[config.mk]
export PLATFORM = sky130hd
export DESIGN_NAME = yenc_line_encoder
export DESIGN_NICKNAME = d
export VERILOG_FILES = /design/src/hdl/yle_pkg.sv /design/src/hdl/yle_front.sv /design/src/hdl/yle_queue.sv /design/src/hdl/yle_back.sv /design/src/hdl/yenc_line_encoder.sv
export SDC_FILE = /design/constraint.sdc
export NUM_CORES = 1
export LEC_CHECK = 0
export ABC_CLOCK_PERIOD_IN_PS = 10500
export BUFFER_PORTS_ARGS = -buffer_cell sky130_fd_sc_hd__buf_2
export CORE_MARGIN = 3
export CORE_UTILIZATION = 64
export DETAILED_ROUTE_END_ITERATION = 12
export PLACE_DENSITY = 0.89
export SETUP_SLACK_MARGIN = 0.4
export SYNTH_ARGS = -nofsm -noshare
export SYNTH_HDL_FRONTEND = slang
export SYNTH_SLANG_ARGS = --single-unit
export TNS_END_PERCENT = 5
[constraint.sdc]
create_clock -name clk_i -period 10.5 [get_ports clk_i]
set_input_delay 2.1 -clock clk_i [delete_from_list [all_inputs] [get_ports clk_i]]
set_output_delay 2.1 -clock clk_i [all_outputs]
set_load 0.005 [all_outputs]
[src/hdl/yle_pkg.sv]
package yle_pkg;

  localparam logic [7:0] CodePlain = 8'd42;
  localparam logic [7:0] CodeEsc   = 8'd106;
  localparam logic [7:0] LineReset = 8'd128;

  localparam logic [7:0] ChEsc   = 8'h3D;
  localparam logic [7:0] ChNl    = 8'h0A;
  localparam logic [7:0] ChCr    = 8'h0D;
  localparam logic [7:0] ChNul   = 8'h00;
  localparam logic [7:0] ChTab   = 8'h09;
  localparam logic [7:0] ChSpace = 8'h20;
  localparam logic [7:0] ChDot   = 8'h2E;

  typedef struct packed {
    logic [7:0] in_byte;
    logic       stream_end;
  } yle_in_t;

  typedef struct packed {
    logic [7:0] out_byte;
    logic       run_last;
  } yle_out_t;

  // classified request handed from front to back
  typedef struct packed {
    logic       esc;
    logic [7:0] data;
    logic       nl;
  } yle_cmd_t;

endpackage

[src/hdl/yle_front.sv]
module yle_front (
  input  logic              clk_i,
  input  logic              rst_ni,
  input  logic [7:0]        line_length_i,
  input  logic              in_valid_i,
  input  yle_pkg::yle_in_t  in_req_i,
  input  logic              q_full_i,
  output logic              in_stall_o,
  output logic              push_o,
  output yle_pkg::yle_cmd_t cmd_o
);
  import yle_pkg::*;

  logic [8:0] col_q, col_d;
  logic [7:0] coded;
  logic       always_crit, edge_crit, at_edge, esc;
  logic [9:0] col_next;
  logic       nl;

  assign in_stall_o = q_full_i;
  assign push_o     = in_valid_i && !q_full_i;

  always_comb begin
    coded       = in_req_i.in_byte + CodePlain;
    always_crit = (coded == ChNul) || (coded == ChNl) || (coded == ChCr) || (coded == ChEsc);
    edge_crit   = (coded == ChTab) || (coded == ChSpace) || (coded == ChDot);
    at_edge     = (col_q == 9'd0) || ({1'b0, col_q} + 10'd1 >= {2'b00, line_length_i});
    esc         = always_crit || (edge_crit && at_edge);
    col_next    = {1'b0, col_q} + 10'd1 + {9'd0, esc};
    nl          = in_req_i.stream_end || (col_next >= {2'b00, line_length_i});
    col_d       = nl ? 9'd0 : col_next[8:0];

    cmd_o.esc  = esc;
    cmd_o.data = esc ? (in_req_i.in_byte + CodeEsc) : coded;
    cmd_o.nl   = nl;
  end

  always_ff @(posedge clk_i or negedge rst_ni) begin
    if (!rst_ni) begin
      col_q <= '0;
    end else if (push_o) begin
      col_q <= col_d;
    end
  end

  // column never passes one beyond the longest line
  a_col_range: assert property (@(posedge clk_i) disable iff (!rst_ni)
    col_q <= 9'd256)
    else $error("column out of range");

endmodule

[src/hdl/yle_queue.sv]
module yle_queue #(
  parameter int Depth = 2
) (
  input  logic              clk_i,
  input  logic              rst_ni,
  input  logic              push_i,
  input  yle_pkg::yle_cmd_t data_i,
  input  logic              pop_i,
  output yle_pkg::yle_cmd_t data_o,
  output logic              full_o,
  output logic              empty_o
);
  import yle_pkg::*;

  localparam int PtrW = (Depth > 1) ? $clog2(Depth) : 1;
  localparam int CntW = $clog2(Depth + 1);
  localparam logic [PtrW-1:0] PtrLast = PtrW'(Depth - 1);
  localparam logic [CntW-1:0] CntFull = CntW'(Depth);

  yle_cmd_t        mem_q [Depth];
  logic [PtrW-1:0] wr_ptr_q, rd_ptr_q;
  logic [CntW-1:0] cnt_q;

  assign full_o  = (cnt_q == CntFull);
  assign empty_o = (cnt_q == '0);
  assign data_o  = mem_q[rd_ptr_q];

  always_ff @(posedge clk_i) begin
    if (push_i) begin
      mem_q[wr_ptr_q] <= data_i;
    end
  end

  always_ff @(posedge clk_i or negedge rst_ni) begin
    if (!rst_ni) begin
      wr_ptr_q <= '0;
      rd_ptr_q <= '0;
      cnt_q    <= '0;
    end else begin
      if (push_i) begin
        wr_ptr_q <= (wr_ptr_q == PtrLast) ? '0 : wr_ptr_q + PtrW'(1);
      end
      if (pop_i) begin
        rd_ptr_q <= (rd_ptr_q == PtrLast) ? '0 : rd_ptr_q + PtrW'(1);
      end
      if (push_i && !pop_i) begin
        cnt_q <= cnt_q + CntW'(1);
      end else if (pop_i && !push_i) begin
        cnt_q <= cnt_q - CntW'(1);
      end
    end
  end

  a_no_overflow: assert property (@(posedge clk_i) disable iff (!rst_ni)
    push_i |-> !full_o)
    else $error("push into full queue");

  a_no_underflow: assert property (@(posedge clk_i) disable iff (!rst_ni)
    pop_i |-> !empty_o)
    else $error("pop from empty queue");

endmodule

[src/hdl/yle_back.sv]
module yle_back (
  input  logic              clk_i,
  input  logic              rst_ni,
  input  yle_pkg::yle_cmd_t cmd_i,
  input  logic              q_empty_i,
  output logic              pop_o,
  output logic              out_valid_o,
  input  logic              out_stall_i,
  output yle_pkg::yle_out_t out_req_o
);
  import yle_pkg::*;

  logic [1:0] phase_q, phase_d;
  logic       out_valid_q, out_valid_d;
  yle_out_t   out_q, beat;
  logic       load, emit, last_beat;
  logic [1:0] beat_last_idx;

  assign load = !out_valid_q || !out_stall_i;
  assign emit = load && !q_empty_i;

  always_comb begin
    beat_last_idx = {1'b0, cmd_i.esc} + {1'b0, cmd_i.nl};
    last_beat     = (phase_q == beat_last_idx);
    if (cmd_i.esc && phase_q == 2'd0) begin
      beat.out_byte = ChEsc;
      beat.run_last = 1'b0;
    end else if (phase_q == {1'b0, cmd_i.esc}) begin
      beat.out_byte = cmd_i.data;
      beat.run_last = !cmd_i.nl;
    end else begin
      beat.out_byte = ChNl;
      beat.run_last = 1'b1;
    end
    pop_o       = emit && last_beat;
    phase_d     = phase_q;
    out_valid_d = out_valid_q;
    if (emit) begin
      phase_d     = last_beat ? 2'd0 : phase_q + 2'd1;
      out_valid_d = 1'b1;
    end else if (load) begin
      out_valid_d = 1'b0;
    end
  end

  always_ff @(posedge clk_i or negedge rst_ni) begin
    if (!rst_ni) begin
      phase_q     <= '0;
      out_valid_q <= 1'b0;
    end else begin
      phase_q     <= phase_d;
      out_valid_q <= out_valid_d;
    end
  end

  always_ff @(posedge clk_i) begin
    if (emit) begin
      out_q <= beat;
    end
  end

  assign out_valid_o = out_valid_q;
  assign out_req_o   = out_q;

  a_phase_range: assert property (@(posedge clk_i) disable iff (!rst_ni)
    phase_q != 2'd3)
    else $error("phase out of range");

  // a request half sent must still sit at the queue head
  a_phase_head: assert property (@(posedge clk_i) disable iff (!rst_ni)
    phase_q != 2'd0 |-> !q_empty_i)
    else $error("request lost mid-run");

endmodule

[src/hdl/yenc_line_encoder.sv]
// channel | valid      | stall       | payload
// in      | in_valid_i | in_stall_o  | in_req_i  (in_byte, stream_end)
// out     | out_valid_o| out_stall_i | out_req_o (out_byte, run_last)
// cfg     | cfg_we_i   | -           | cfg_wdata_i (line_length)
//
// One byte accepted per cycle while the queue is not full; the back end
// sends one result per cycle while out_stall_i is low, so a byte with an
// escape or a newline gives 2 or 3 results. The first result passes through
// the queue and then the output register before it is offered.
// Input stalls only when the request queue is full.
// Reset clears column, queue and output valid; line_length returns to 128.
module yenc_line_encoder #(
  parameter int QueueDepth = 2
) (
  input  logic              clk_i,
  input  logic              rst_ni,
  input  logic              cfg_we_i,
  input  logic [7:0]        cfg_wdata_i,
  input  logic              in_valid_i,
  output logic              in_stall_o,
  input  yle_pkg::yle_in_t  in_req_i,
  output logic              out_valid_o,
  input  logic              out_stall_i,
  output yle_pkg::yle_out_t out_req_o
);
  import yle_pkg::*;

  logic [7:0] line_length_q;
  logic       push, pop, q_full, q_empty;
  yle_cmd_t   cmd_in, cmd_head;

  always_ff @(posedge clk_i or negedge rst_ni) begin
    if (!rst_ni) begin
      line_length_q <= LineReset;
    end else if (cfg_we_i) begin
      line_length_q <= cfg_wdata_i;
    end
  end

  yle_front u_front (
    .clk_i         (clk_i),
    .rst_ni        (rst_ni),
    .line_length_i (line_length_q),
    .in_valid_i    (in_valid_i),
    .in_req_i      (in_req_i),
    .q_full_i      (q_full),
    .in_stall_o    (in_stall_o),
    .push_o        (push),
    .cmd_o         (cmd_in)
  );

  yle_queue #(
    .Depth (QueueDepth)
  ) u_queue (
    .clk_i   (clk_i),
    .rst_ni  (rst_ni),
    .push_i  (push),
    .data_i  (cmd_in),
    .pop_i   (pop),
    .data_o  (cmd_head),
    .full_o  (q_full),
    .empty_o (q_empty)
  );

  yle_back u_back (
    .clk_i       (clk_i),
    .rst_ni      (rst_ni),
    .cmd_i       (cmd_head),
    .q_empty_i   (q_empty),
    .pop_o       (pop),
    .out_valid_o (out_valid_o),
    .out_stall_i (out_stall_i),
    .out_req_o   (out_req_o)
  );

endmodule
[After elaboration in Yosys (flattened, before gate mapping)]
Memories as Yosys holds them, arrays and structs flattened.
Index checks and enable logic that the tools add are counted.
Storage, ports and cells
  flip-flop bits (word level): 33
  input port bits: 22
  memories: 1
  logic and storage cells: 75
  bits in writable memories: 20
Memories
  u_queue.mem_q: depth 2, width 10, read ports 1, clocked after memory_dff 0, write ports 1, line yle_queue.sv:20  | yle_cmd_t mem_q [Depth];
Operators by class
  reductions and logical operators: 30
  bitwise gates (word level): 1
  $lt $le $gt $ge: 2
  equality and inequality tests: 9
  muxes and demuxes: 12
  add/subtract/negate cells: 10
Operators with widths (number)
  8-bit by 4-bit == test with 1-bit output, second input constant: 3
  8-bit by 6-bit == test with 1-bit output, second input constant: 3
  10-bit by 8-bit greater-or-equal comparator with 1-bit output: 2
  10-bit by 1-bit adder with 10-bit output: 1
  9-bit by 1-bit adder with 10-bit output, second input constant: 1
  9-bit zero test: 1
  1-bit logical OR: 9
  9-bit two-way mux: 1
  8-bit by 6-bit adder with 8-bit output, second input constant: 1
  8-bit by 7-bit adder with 8-bit output, second input constant: 1
  8-bit zero test: 1
  8-bit two-way mux: 1
  1-bit logical AND: 7
  1-bit zero test: 7
  7-bit two-way mux: 1
  1-bit two-way mux: 6
  2-bit two-way mux: 3
  2-bit by 1-bit adder with 2-bit output, second input constant: 2
  2-bit zero test: 2
  2-bit nonzero test: 2
  1-bit adder, second input constant: 2
  1-bit by 1-bit adder with 2-bit output: 1
  2-bit by 1-bit == test with 1-bit output: 1
  2-bit == test: 1
  4 further kinds: 4

[Longest topological paths before layout]
Gate-level depths: netlist of run 1.
  depth after elaboration: 10
  mapped depth: 26

[Hierarchy]
Synthesis of run 1 repeated with hierarchy kept, for this count alone.
Unflattened totals
  cells, all modules: 311
  area, all modules: 3438.3 um^2
By module, submodules not included
  yle_front: area an instance 1577.8 um^2, times used 1, seq. area each 225.2 um^2, cells each 199
  yle_queue: area an instance 947.2 um^2, times used 1, seq. area each 700.7 um^2, cells each 47
  yle_back: area an instance 580.6 um^2, times used 1, seq. area each 345.3 um^2, cells each 48
  yenc_line_encoder: area an instance 332.8 um^2, times used 1, seq. area each 201.4 um^2, cells each 17

[Worst setup path after synthesis of run 1]
Ideal clock, no wire load.
  path type: input to register
  start: input port in_req_i[2] in the netlist's numbering
  end: memory u_queue.mem_q[0][0] in the netlist's numbering, data pin
  required time: 10.240 ns
  setup slack: 4.568 ns
  arrival time: 5.671 ns
  stages: 21
  cell sequence: ha_1 o21ai_2 xnor2_2 nand3b_1 a211o_1 a211oi_2 nor2_2 nor2_1 ha_1 ha_1 a21o_1 a22o_1 a22oi_1 xnor2_1 ha_1 a21o_1 a21o_1 a2111oi_0 o221ai_1 nand2b_1 buf_6
RTL lines
  from (decl): line yenc_line_encoder.sv:21  | input yle_pkg::yle_in_t in_req_i,
  to (decl): line yle_queue.sv:20

==> flow_summary.yaml, run 1 <==
setup_path:
  worst_r2r_endpoint: "u_queue.mem_q[1][0]"
  setup.worst_path.end_class: "flop"
  critical_path_source_type: "primary input"
  critical_path_class: "primary input to flop"
  cp_slowest_cell: "sky130_fd_sc_hd__a2111oi_0"
  ff2ff_path_depth: 23
  cpPeakStageDelay_ns: 0.42
  cp.arrival_ns: 6.39
  ff2ff_setup_slack_ns: 4.54
  timing.critical_path.cells: "buf_2, ha_1, o21ai_2, xnor2_2, nand3b_1, a211o_1, a211oi_2, nor2_2, nor2_1, ha_1, ha_1, a21o_1, a22o_1, a22oi_1, xnor2_1, ha_1, a21o_1, a21o_1, a2111oi_0, o221ai_1, nand2b_1"
  path_common_cell: "sky130_fd_sc_hd__ha_1"
  worst-endpoint-required_ns: 10.45
  worst-path-max-fanout: 9
  crit-reg2reg-launch: "u_front.col_q[0]"
sta:
  final.min_clock_period_ns: 6.44
  grt_setup_unrepaired: "false"
  final_max_slew_viol_count: 0
  skew_ns: 0.0101
  max_clock_freq_mhz: 155
  timing.final.setup_violations: 0
  post-route-period-util_pct: 61.4
  number_of_hold_violations_in_the_final_report: 0
  total_neg_setup_slack_ns: 0
  worstMarginPinSlew_ns: 0.842
  slew_headroom_pct: 43.7
logic_synthesis:
  synth_compound_gate_area_share_pct: 16.1
  yosys.area_share.simple_pct: 14.1
  dominant_combinational_cell_family_by_area_after_synthesis: "compound AO/OA/AOI/OAI gates"
  yosys_register_bits: 53
  syn_area_per_cell_um2: 10.4
  yosys_most_used_dff: "sky130_fd_sc_hd__edfxtp_1"
  ys_warn_count: 0
  post_synth_edffs: 29
  synth.top_cell.area_share_pct: 26.4
  yosys_top_cell_by_area: "sky130_fd_sc_hd__edfxtp_1"
  netlist_area_um2: 3300
  synth-async-reset-ratio_pct: 45.3
  xor_xnor_cell_area_share_of_the_yosys_netlist_pct: 7.59
  synthAdderAreaFrac_pct: 9.11
  syn_nets: 364
  post_synth_num_cell_types: 56
  synth.yosys.seq_area_share_pct: 44.7
  synth.area.mux_share_pct: 3.80
  synth_area_leaders: "sky130_fd_sc_hd__edfxtp_1, sky130_fd_sc_hd__dfrtp_1, sky130_fd_sc_hd__ha_1"
  postSynthCellCount: 318
global_route:
  grt_antenna_before_repair: 0
  grt.total_usage_pct: 23.1
  grt_pass1_vias: 2353
  grt-ovfl-total: 0
  global_route_wire_length_before_repair_um: 11000
  grt_max_degree: 25
place:
  place.gp.congestion: 0.966
  placed_cells: 406
  placed_area_um2: 3480
  portBuffers: 32
  detailedPlacementHpwl_um: 4870
power:
  ir_worst_vdd_mv: 0.0994
  leakagePower_uw: 0.00160
  power_density_over_the_cells_nw_per_um2: 209
status:
  status: "finished clean"
clocking:
  tritoncts_clock_tree: "built"
  cts_post_setup_buffers_inserted: 0
  numCtsBuffers: 5
  cts.sink_count: 53
  htree_num_levels: 2
  max-clock-path-buffers: 2
  cts_root_buf: "sky130_fd_sc_hd__clkbuf_8"
  clkLatencyLatePin_ns: 0.31
  cts.clk_slew.worst_paths_ns: 0.09
  postCtsHoldBufs: 0
  cts_resized: 0
detailed_routing:
  initialDrtViolationCount: 153
  first_pass_iters: 4
  ant_nets: 0
  avgRoutedWirePerCell_um: 16.1
  viasPerCell: 6.01
  drt_drc_violations_left: 0
  postRouteWirelength_um: 6680
  vias: 2487
layout:
  multi_input_area_um2: 1670
  final_layout_size_suffix_gt1_share_pct: 19.3
  num-nets-final: 392
  post_layout_nonfiller_instances: 414
  seqCellArea_um2: 1470
  area_delta_synth_final_pct: 8.08
  antenna-diode-count: 0
  final_cell_mix: "sky130_fd_sc_hd__nand2_1, sky130_fd_sc_hd__buf_2, sky130_fd_sc_hd__edfxtp_1, sky130_fd_sc_hd__o21ai_0"
  fillerInstances: 325
  final_common_cell: "sky130_fd_sc_hd__nand2_1"
  post-route-cell-area_um2: 3560
die:
  design.die.area_um2: 6050
  floorplan.initialDensity_pct: 68.0
  die_height_um: 77.8
  floorplan.io_pins: 33
  rows: 25
  dieWidth_um: 77.8
  core_region_area_um2: 4850
min_path:
  worstHoldPathCells: 1
  worstHoldPathType: "flop to flop"
  hold_path.startpoint: "u_queue.cnt_q[1]"
  hold_path_end: "u_queue.cnt_q[1]"
flow_run:
  maxcap_viol_count: 0
[stage by stage]
step / total power, µW / setup WS, ns / hold WS (ns) / utilization, %
2_1_floorplan: 543 / 4.57 / 0.478 / -
3_3_place_gp: 613 / 4.05 / 0.474 / 71.7
3_5_place_dp: 627 / 3.86 / 0.507 / 71.7
6_report: 746 / 4.06 / 0.512 / 73.5
4_1_cts: 745 / 4.11 / 0.520 / 73.5
5_1_grt: 794 / 3.68 / 0.558 / 73.5
[synthesized netlist by cell type, types with 2 or more instances]
master / n
sky130_fd_sc_hd__nand2b_1: 4
sky130_fd_sc_hd__a221o_1: 2
sky130_fd_sc_hd__a31oi_1: 4
sky130_fd_sc_hd__and3_1: 4
sky130_fd_sc_hd__clkbuf_1: 3
sky130_fd_sc_hd__buf_6: 2
sky130_fd_sc_hd__xor2_1: 10
sky130_fd_sc_hd__a22o_1: 2
sky130_fd_sc_hd__nand2_1: 35
sky130_fd_sc_hd__or2_2: 2
sky130_fd_sc_hd__ha_1: 24
sky130_fd_sc_hd__mux2_2: 4
sky130_fd_sc_hd__inv_1: 24
sky130_fd_sc_hd__nor2_1: 15
sky130_fd_sc_hd__buf_2: 6
sky130_fd_sc_hd__a21boi_0: 3
sky130_fd_sc_hd__xnor2_2: 3
sky130_fd_sc_hd__a211o_1: 2
sky130_fd_sc_hd__or3_1: 2
sky130_fd_sc_hd__a21oi_1: 7
sky130_fd_sc_hd__nand3_2: 2
sky130_fd_sc_hd__dfrtp_1: 23
sky130_fd_sc_hd__o21ai_0: 25
sky130_fd_sc_hd__nand4_1: 3
sky130_fd_sc_hd__o31ai_1: 2
sky130_fd_sc_hd__nand3_1: 7
sky130_fd_sc_hd__and2_1: 4
sky130_fd_sc_hd__o22ai_2: 2
sky130_fd_sc_hd__edfxtp_1: 29
sky130_fd_sc_hd__xnor2_1: 13
sky130_fd_sc_hd__nor3_1: 6
sky130_fd_sc_hd__o21ai_2: 6
sky130_fd_sc_hd__mux2i_1: 8
sky130_fd_sc_hd__a21o_1: 8
[state kept, by name, indices dropped and copies added (netlist names)]
signal / count
line_length_q: 8
u_back.out_req_o: 9
u_back.out_valid_o: 1
u_back.phase_q: 2
u_front.col_q: 9
u_queue.cnt_q: 2
u_queue.mem_q: 20
u_queue.rd_ptr_q: 1
u_queue.wr_ptr_q: 1
[layout make-up]
cell class	instances	share of cell area (%)
clock buffer	6	2.04
multi-input combinational	230	46.9
tap	67	2.35
inverter	24	2.53
clock inverter	2	0.386
sequential	53	41.3
timing repair buffer	32	4.49
[cells by family after synthesis]
| logic type | after synthesis |
|---|---|
| AOI/OAI and AO/OA | 75 |
| adders and majority gates | 24 |
| DFF | 53 |
| muxes | 12 |
| and+or+nand+nor | 93 |
| buffers and inverters | 35 |
| xor gates and xnor gates | 26 |
[critical path, delay by kind of cell]
kind                     cells  cell delay [ns]
AO/OA/AOI/OAI               10             1.89
XOR/XNOR                     2             0.34
adder cells (fa/ha/maj)      4             1.05
buffers and inverters        1             0.14
AND/OR/NAND/NOR              4             0.90
[power by group]
part	switching (µW)	internal (µW)
combinational	166	129
sequential	42.4	294
clock	66.8	47.4
[layer usage]
metal	track usage, %	vias to the layer above	part of all wire [%]
li1	-	1197	-
met1	28.9	1175	42
met2	37.9	96	48
met3	5.57	19	7.3
met4	10.3	0	2.7
met5	0	-	0
[how the worst max path moves through the flow]
stage,from,end,slack (ns),depth (start not counted)
after global routing,in_req_i[2],u_queue.mem_q[1][0],3.68,21
after detailed placement,in_req_i[2],u_queue.mem_q[1][0],3.86,21
after floorplan,in_req_i[2],u_queue.mem_q[0][0],4.57,21
after CTS,in_req_i[2],u_queue.mem_q[1][0],4.11,21
final,in_req_i[2],u_queue.mem_q[1][0],4.06,21
after global placement,in_req_i[2],u_queue.mem_q[0][0],4.05,21
(Power assumes the default switching activity.)
==> inputs of run 2 (changes only) <==
--- a/config.mk
+++ b/config.mk
@@ -5,12 +5,12 @@
 export SDC_FILE = /design/constraint.sdc
 export NUM_CORES = 1
 export LEC_CHECK = 0
-export ABC_CLOCK_PERIOD_IN_PS = 10500
+export ABC_CLOCK_PERIOD_IN_PS = 5200
 export BUFFER_PORTS_ARGS = -buffer_cell sky130_fd_sc_hd__buf_2
 export CORE_MARGIN = 3
-export CORE_UTILIZATION = 64
+export CORE_UTILIZATION = 54
 export DETAILED_ROUTE_END_ITERATION = 12
-export PLACE_DENSITY = 0.89
+export PLACE_DENSITY = 0.81
 export SETUP_SLACK_MARGIN = 0.4
 export SYNTH_ARGS = -nofsm -noshare
 export SYNTH_HDL_FRONTEND = slang
==> constraint.sdc (replaced) <==
create_clock -name clk_i -period 5.2 [get_ports clk_i]
set_input_delay 1.04 -clock clk_i [delete_from_list [all_inputs] [get_ports clk_i]]
set_output_delay 1.04 -clock clk_i [all_outputs]
set_load 0.005 [all_outputs]
==> flow_summary.yaml, run 2 (synthesis gave the netlist of run 1 again) <==
sta:
  post-route-period-util_pct: 95.0
  timing.final.setup_violations: 0
  skew_ns: 0.00266
  slew_headroom_pct: 38.7
  grt_setup_unrepaired: "true"
  number_of_hold_violations_in_the_final_report: 0
  max_clock_freq_mhz: 202
  worstMarginPinSlew_ns: 0.916
  final.min_clock_period_ns: 4.94
  final_max_slew_viol_count: 0
min_path:
  worstHoldPathType: "flop to flop"
  worstHoldPathCells: 2
layout:
  largest_register_by_flop_count: "u_queue.mem_q"
  final_common_cell: "sky130_fd_sc_hd__nand2_1"
  antenna-diode-count: 0
  largest_register_ff_count: 20
  area_delta_synth_final_pct: 18.6
  fin_util_pct: 68.5
  num-nets-final: 411
  final_cell_mix: "sky130_fd_sc_hd__nand2_1, sky130_fd_sc_hd__buf_2, sky130_fd_sc_hd__edfxtp_1, sky130_fd_sc_hd__o21ai_0, sky130_fd_sc_hd__inv_1"
  final_layout_size_suffix_gt1_share_pct: 29.8
detailed_routing:
  avgRoutedWirePerCell_um: 15.5
  viasPerCell: 5.72
  ant_nets: 0
  initialDrtViolationCount: 172
  vias: 2504
  postRouteWirelength_um: 6770
  first_pass_iters: 4
  drt_drc_violations_left: 0
place:
  detailedPlacementHpwl_um: 4890
  portBuffers: 32
  place.gp.congestion: 0.930
status:
  status: "finished clean"
die:
  floorplan.io_pins: 33
  core_region_area_um2: 5710
  floorplan.initialDensity_pct: 57.7
  dieWidth_um: 84.1
  die_height_um: 84.1
  rows: 27
  design.die.area_um2: 7080
power:
  total_power_uw: 1600
  power_density_over_the_cells_nw_per_um2: 409
  leakagePower_uw: 0.00177
  ir_worst_vdd_mv: 0.309
clocking:
  numCtsBuffers: 5
  tritoncts_clock_tree: "built"
  cts.sink_count: 53
  cts.clk_slew.worst_paths_ns: 0.10
  max-clock-path-buffers: 2
  cts_root_buf: "sky130_fd_sc_hd__clkbuf_8"
  htree_num_levels: 2
  clkLatencyLatePin_ns: 0.31
  postCtsHoldBufs: 0
flow_run:
  maxcap_viol_count: 0
setup_path:
  setup.worst_path.end_class: "flop"
  critical_path_source_type: "flop"
  ff2ff_path_depth: 26
  critical_path_class: "flop to flop"
  worst-endpoint-required_ns: 5.45
  worst-path-max-fanout: 7
  cp.arrival_ns: 5.19
global_route:
  global_route_wire_length_before_repair_um: 11300
  grt-ovfl-total: 0
  grt_max_degree: 25
  grt_antenna_before_repair: 0
  grt.total_usage_pct: 19.4
  grt_pass1_vias: 2480
==> run 2: cell types whose count changed in the layout (fill, tap and decap cells not counted), sizes merged <==
cell,previous run,this run
clkbuf,6,5
clkinv,0,1
buf,32,51
==> run 2: power by group <==
part	internal [µW]	switching [µW]	total, µW
Clock	97.6	150	248
Combinational	316	372	688
Sequential	594	69.3	663
==> run 2: per-stage QoR <==
stage / setup slack (ns) / cell area (µm²) / instances / hold WS, ns / setup TNS (ns)
2_1_floorplan: 0.373 / 3330 / 318 / 0.478 / 0
3_3_place_gp: 0.140 / 3630 / 425 / 0.463 / 0
3_5_place_dp: -0.00158 / 3630 / 425 / 0.475 / -0.00158
4_1_cts: 0.328 / 3850 / 436 / 0.499 / 0
5_1_grt: 0.0339 / 3910 / 438 / 0.518 / 0
6_report: 0.260 / 3910 / 438 / 0.491 / 0
==> run 2: path summary, 6_finish.rpt <==
check | start | slack [ns] | endpoint
max | u_front.col_q[0] | 0.26 | u_front.col_q[5]
min | u_back.out_valid_o | 0.49 | u_back.out_valid_o
max reg2reg | u_front.col_q[0] | 0.26 | u_front.col_q[5]
min in group asynchronous | rst_ni | 0.71 | u_queue.cnt_q[1]
min reg2reg | u_back.out_valid_o | 0.49 | u_back.out_valid_o
max in group asynchronous | rst_ni | 4.09 | u_front.col_q[3]
==> run 2: critical path, stage by stage, from the launching register on <==
cell and delay [ns]:
sky130_fd_sc_hd__dfrtp_1 0.40, sky130_fd_sc_hd__ha_2 0.21, sky130_fd_sc_hd__and3_4 0.20, sky130_fd_sc_hd__nand3_1 0.09
sky130_fd_sc_hd__xor2_1 0.21, sky130_fd_sc_hd__inv_1 0.10, sky130_fd_sc_hd__ha_1 0.27, sky130_fd_sc_hd__and2_1 0.17
sky130_fd_sc_hd__a2111oi_4 0.39, sky130_fd_sc_hd__buf_4 0.19, sky130_fd_sc_hd__a211oi_2 0.04, sky130_fd_sc_hd__nor2_2 0.12
sky130_fd_sc_hd__nor2_2 0.07, sky130_fd_sc_hd__ha_2 0.20, sky130_fd_sc_hd__ha_4 0.17, sky130_fd_sc_hd__a21o_1 0.15
sky130_fd_sc_hd__a22o_1 0.19, sky130_fd_sc_hd__a22oi_2 0.17, sky130_fd_sc_hd__xnor2_2 0.10, sky130_fd_sc_hd__ha_2 0.18
sky130_fd_sc_hd__a21o_1 0.16, sky130_fd_sc_hd__a21o_1 0.18, sky130_fd_sc_hd__a2111oi_4 0.29, sky130_fd_sc_hd__o221ai_2 0.16
sky130_fd_sc_hd__nand2b_4 0.19, sky130_fd_sc_hd__buf_12 0.15, sky130_fd_sc_hd__o21ai_2 0.13
==> run 2: metal layers <==
| layer | vias to the layer above | global-route usage (%) | routed length (µm) |
|---|---|---|---|
| li1 | 1233 | - | - |
| met1 | 1213 | 26.0 | 3130 |
| met2 | 51 | 31.9 | 3290 |
| met3 | 7 | 3.83 | 278 |
| met4 | 0 | 5.99 | 74 |
| met5 | - | 0 | 0 |
==> run 2: area by class of cell <==
cell class	instances	area [µm²]
well taps	72	90.1
fillers	413	1800
inverters	24	90.1
repair buffers	51	315
clock buffers	5	68.8
multi-input cells	230	1850
flip-flops and latches	53	1480
clock inverters	3	25.0
==> run 2: repair_timing <==
item,CTS,global route
setup endpoints to repair,10,10
resized for setup,17,6
buffers inserted,3,2
cloned,0,0
pin swaps,10,3
==> inputs of run 3 (changes only) <==
--- a/config.mk
+++ b/config.mk
@@ -10,7 +10,8 @@
 export CORE_MARGIN = 3
 export CORE_UTILIZATION = 54
 export DETAILED_ROUTE_END_ITERATION = 12
-export PLACE_DENSITY = 0.81
+export PLACE_DENSITY_LB_ADDON = 0.2
+export RECOVER_POWER = 25
 export SETUP_SLACK_MARGIN = 0.4
 export SYNTH_ARGS = -nofsm -noshare
 export SYNTH_HDL_FRONTEND = slang
==> flow_summary.yaml, run 3 (synthesis gave the netlist of run 1 again) <==
setup_path:
  cp.arrival_ns: 5.22
  critical_path_source_type: "flop"
  setup.worst_path.end_class: "flop"
  worst-endpoint-required_ns: 5.44
  critical_path_class: "flop to flop"
  worst-path-max-fanout: 4
layout:
  final_layout_size_suffix_gt1_share_pct: 28.6
  largest_register_by_flop_count: "u_queue.mem_q"
  post_layout_nonfiller_instances: 443
  fillerInstances: 433
  final_cell_mix: "sky130_fd_sc_hd__nand2_1, sky130_fd_sc_hd__buf_2, sky130_fd_sc_hd__edfxtp_1, sky130_fd_sc_hd__o21ai_0"
  final_common_cell: "sky130_fd_sc_hd__nand2_1"
  antenna-diode-count: 0
  largest_register_ff_count: 20
  area_delta_synth_final_pct: 17.2
  num-nets-final: 416
detailed_routing:
  first_pass_iters: 5
  vias: 2488
  avgRoutedWirePerCell_um: 15.1
  drt_drc_violations_left: 0
  postRouteWirelength_um: 6710
  initialDrtViolationCount: 187
  ant_nets: 0
  viasPerCell: 5.62
sta:
  slew_headroom_pct: 11.9
  post-route-period-util_pct: 95.8
  max_clock_freq_mhz: 201
  number_of_hold_violations_in_the_final_report: 0
  skew_ns: 0.00707
  final_max_slew_viol_count: 0
  worstMarginPinSlew_ns: 1.32
  timing.final.setup_violations: 0
  grt_setup_unrepaired: "true"
  setup_ws_ns: 0.216
  final.min_clock_period_ns: 4.98
global_route:
  grt_pass1_vias: 2386
  grt_antenna_before_repair: 0
  global_route_wire_length_before_repair_um: 11400
  grt-ovfl-total: 0
  grt_max_degree: 25
  grt.total_usage_pct: 19.7
clocking:
  max-clock-path-buffers: 2
  numCtsBuffers: 5
  cts.sink_count: 53
  postCtsHoldBufs: 0
  cts.clk_slew.worst_paths_ns: 0.10
  clkLatencyLatePin_ns: 0.30
  cts_root_buf: "sky130_fd_sc_hd__clkbuf_8"
  tritoncts_clock_tree: "built"
  htree_num_levels: 2
power:
  ir_worst_vdd_mv: 0.240
  leakagePower_uw: 0.00174
  power_density_over_the_cells_nw_per_um2: 406
flow_run:
  maxcap_viol_count: 0
min_path:
  worstHoldPathType: "flop to flop"
die:
  core_region_area_um2: 5710
  dieWidth_um: 84.1
  floorplan.io_pins: 33
  design.die.area_um2: 7080
  die_height_um: 84.1
  rows: 27
  floorplan.initialDensity_pct: 57.7
place:
  portBuffers: 32
  detailedPlacementHpwl_um: 4960
  place.gp.congestion: 0.858
  placed_cells: 429
  placement.setup.worst_slack_ns: -0.0366
status:
  status: "finished clean"
==> run 3: cell count changes in the layout (fill, tap and decap cells not counted), sizes merged <==
cell | before | now
clkinvlp | 1 | 0
clkinv | 1 | 3
buf | 51 | 53
inv | 25 | 24
clkbuf | 5 | 8
==> run 3: final cells by class <==
cell class / count / area (µm²) / area share [%]
Inverter: 24 / 90.1 / 2.33
Sequential cell: 53 / 1470 / 38.2
Multi-Input combinational cell: 230 / 1780 / 46.0
Clock inverter: 3 / 22.5 / 0.583
Timing Repair Buffer: 56 / 340 / 8.81
Tap cell: 72 / 90.1 / 2.33
Clock buffer: 5 / 68.8 / 1.78
==> run 3: metrics by stage <==
stage / instance area [µm²] / hold WS (ns) / util (%) / total power [µW] / TNS, ns
after floorplan: 3330 / 0.478 / - / 1110 / 0
after global placement: 3650 / 0.467 / 63.9 / 1290 / 0
after detailed placement: 3650 / 0.485 / 63.9 / 1320 / -0.181
after CTS: 3830 / 0.510 / 67.1 / 1580 / 0
after global routing: 3860 / 0.547 / 67.7 / 1690 / -0.235
final: 3860 / 0.499 / 67.7 / 1570 / 0
==> run 3: metal layers <==
| metal | routed length [µm] | GRT usage, % | vias to the layer above |
|---|---|---|---|
| li1 | - | - | 1250 |
| met1 | 3230 | 28.3 | 1176 |
| met2 | 3150 | 31.5 | 58 |
| met3 | 265 | 2.75 | 4 |
| met4 | 68 | 5.26 | 0 |
| met5 | 0 | 0 | - |
==> run 3: final timing paths <==
path                                    start                  to  slack, ns  cells past startpoint
max                          u_front.col_q[0]    u_front.col_q[2]       0.22                     26
max reg2reg                  u_front.col_q[0]    u_front.col_q[2]       0.22                     26
min in group asynchronous              rst_ni  u_back.out_valid_o       1.01                      1
min reg2reg                u_back.out_valid_o  u_back.out_valid_o       0.50                      2
max in group asynchronous              rst_ni    u_front.col_q[2]       3.33                      1
min                        u_back.out_valid_o  u_back.out_valid_o       0.50                      2
==> run 3: what timing repair did <==
| item | 4_1_cts | 5_1_grt |
|---|---|---|
| buffers inserted | 4 | 2 |
| pin swaps | 6 | 6 |
| endpoints found under the setup margin | 10 | 10 |
| resized for setup | 9 | 5 |
==> run 3: power breakdown <==
part | switching [µW] | internal [µW]
logic | 359 | 311
clock network | 137 | 95.8
registers | 72.1 | 594
total | 568 | 1000
==> run 3: critical path: stages (launching register included) <==
cell                        delay [ns]
sky130_fd_sc_hd__dfrtp_1          0.43
sky130_fd_sc_hd__ha_4             0.19
sky130_fd_sc_hd__and3_4           0.20
sky130_fd_sc_hd__xor2_1           0.14
sky130_fd_sc_hd__ha_1             0.31
sky130_fd_sc_hd__a21o_1           0.16
sky130_fd_sc_hd__a21oi_1          0.13
sky130_fd_sc_hd__o21ai_1          0.12
sky130_fd_sc_hd__a2111oi_2        0.33
sky130_fd_sc_hd__buf_4            0.19
sky130_fd_sc_hd__a211oi_2         0.05
sky130_fd_sc_hd__nor2_2           0.14
sky130_fd_sc_hd__nor2_2           0.06
sky130_fd_sc_hd__ha_2             0.21
sky130_fd_sc_hd__ha_4             0.17
sky130_fd_sc_hd__a21o_1           0.15
sky130_fd_sc_hd__a22o_1           0.18
sky130_fd_sc_hd__a22oi_2          0.18
sky130_fd_sc_hd__xnor2_2          0.10
sky130_fd_sc_hd__ha_2             0.18
sky130_fd_sc_hd__a21o_1           0.15
sky130_fd_sc_hd__a21o_1           0.16
sky130_fd_sc_hd__a2111oi_2        0.28
sky130_fd_sc_hd__o221ai_1         0.21
sky130_fd_sc_hd__nand2b_4         0.20
sky130_fd_sc_hd__buf_4            0.17
sky130_fd_sc_hd__o21ai_2          0.12
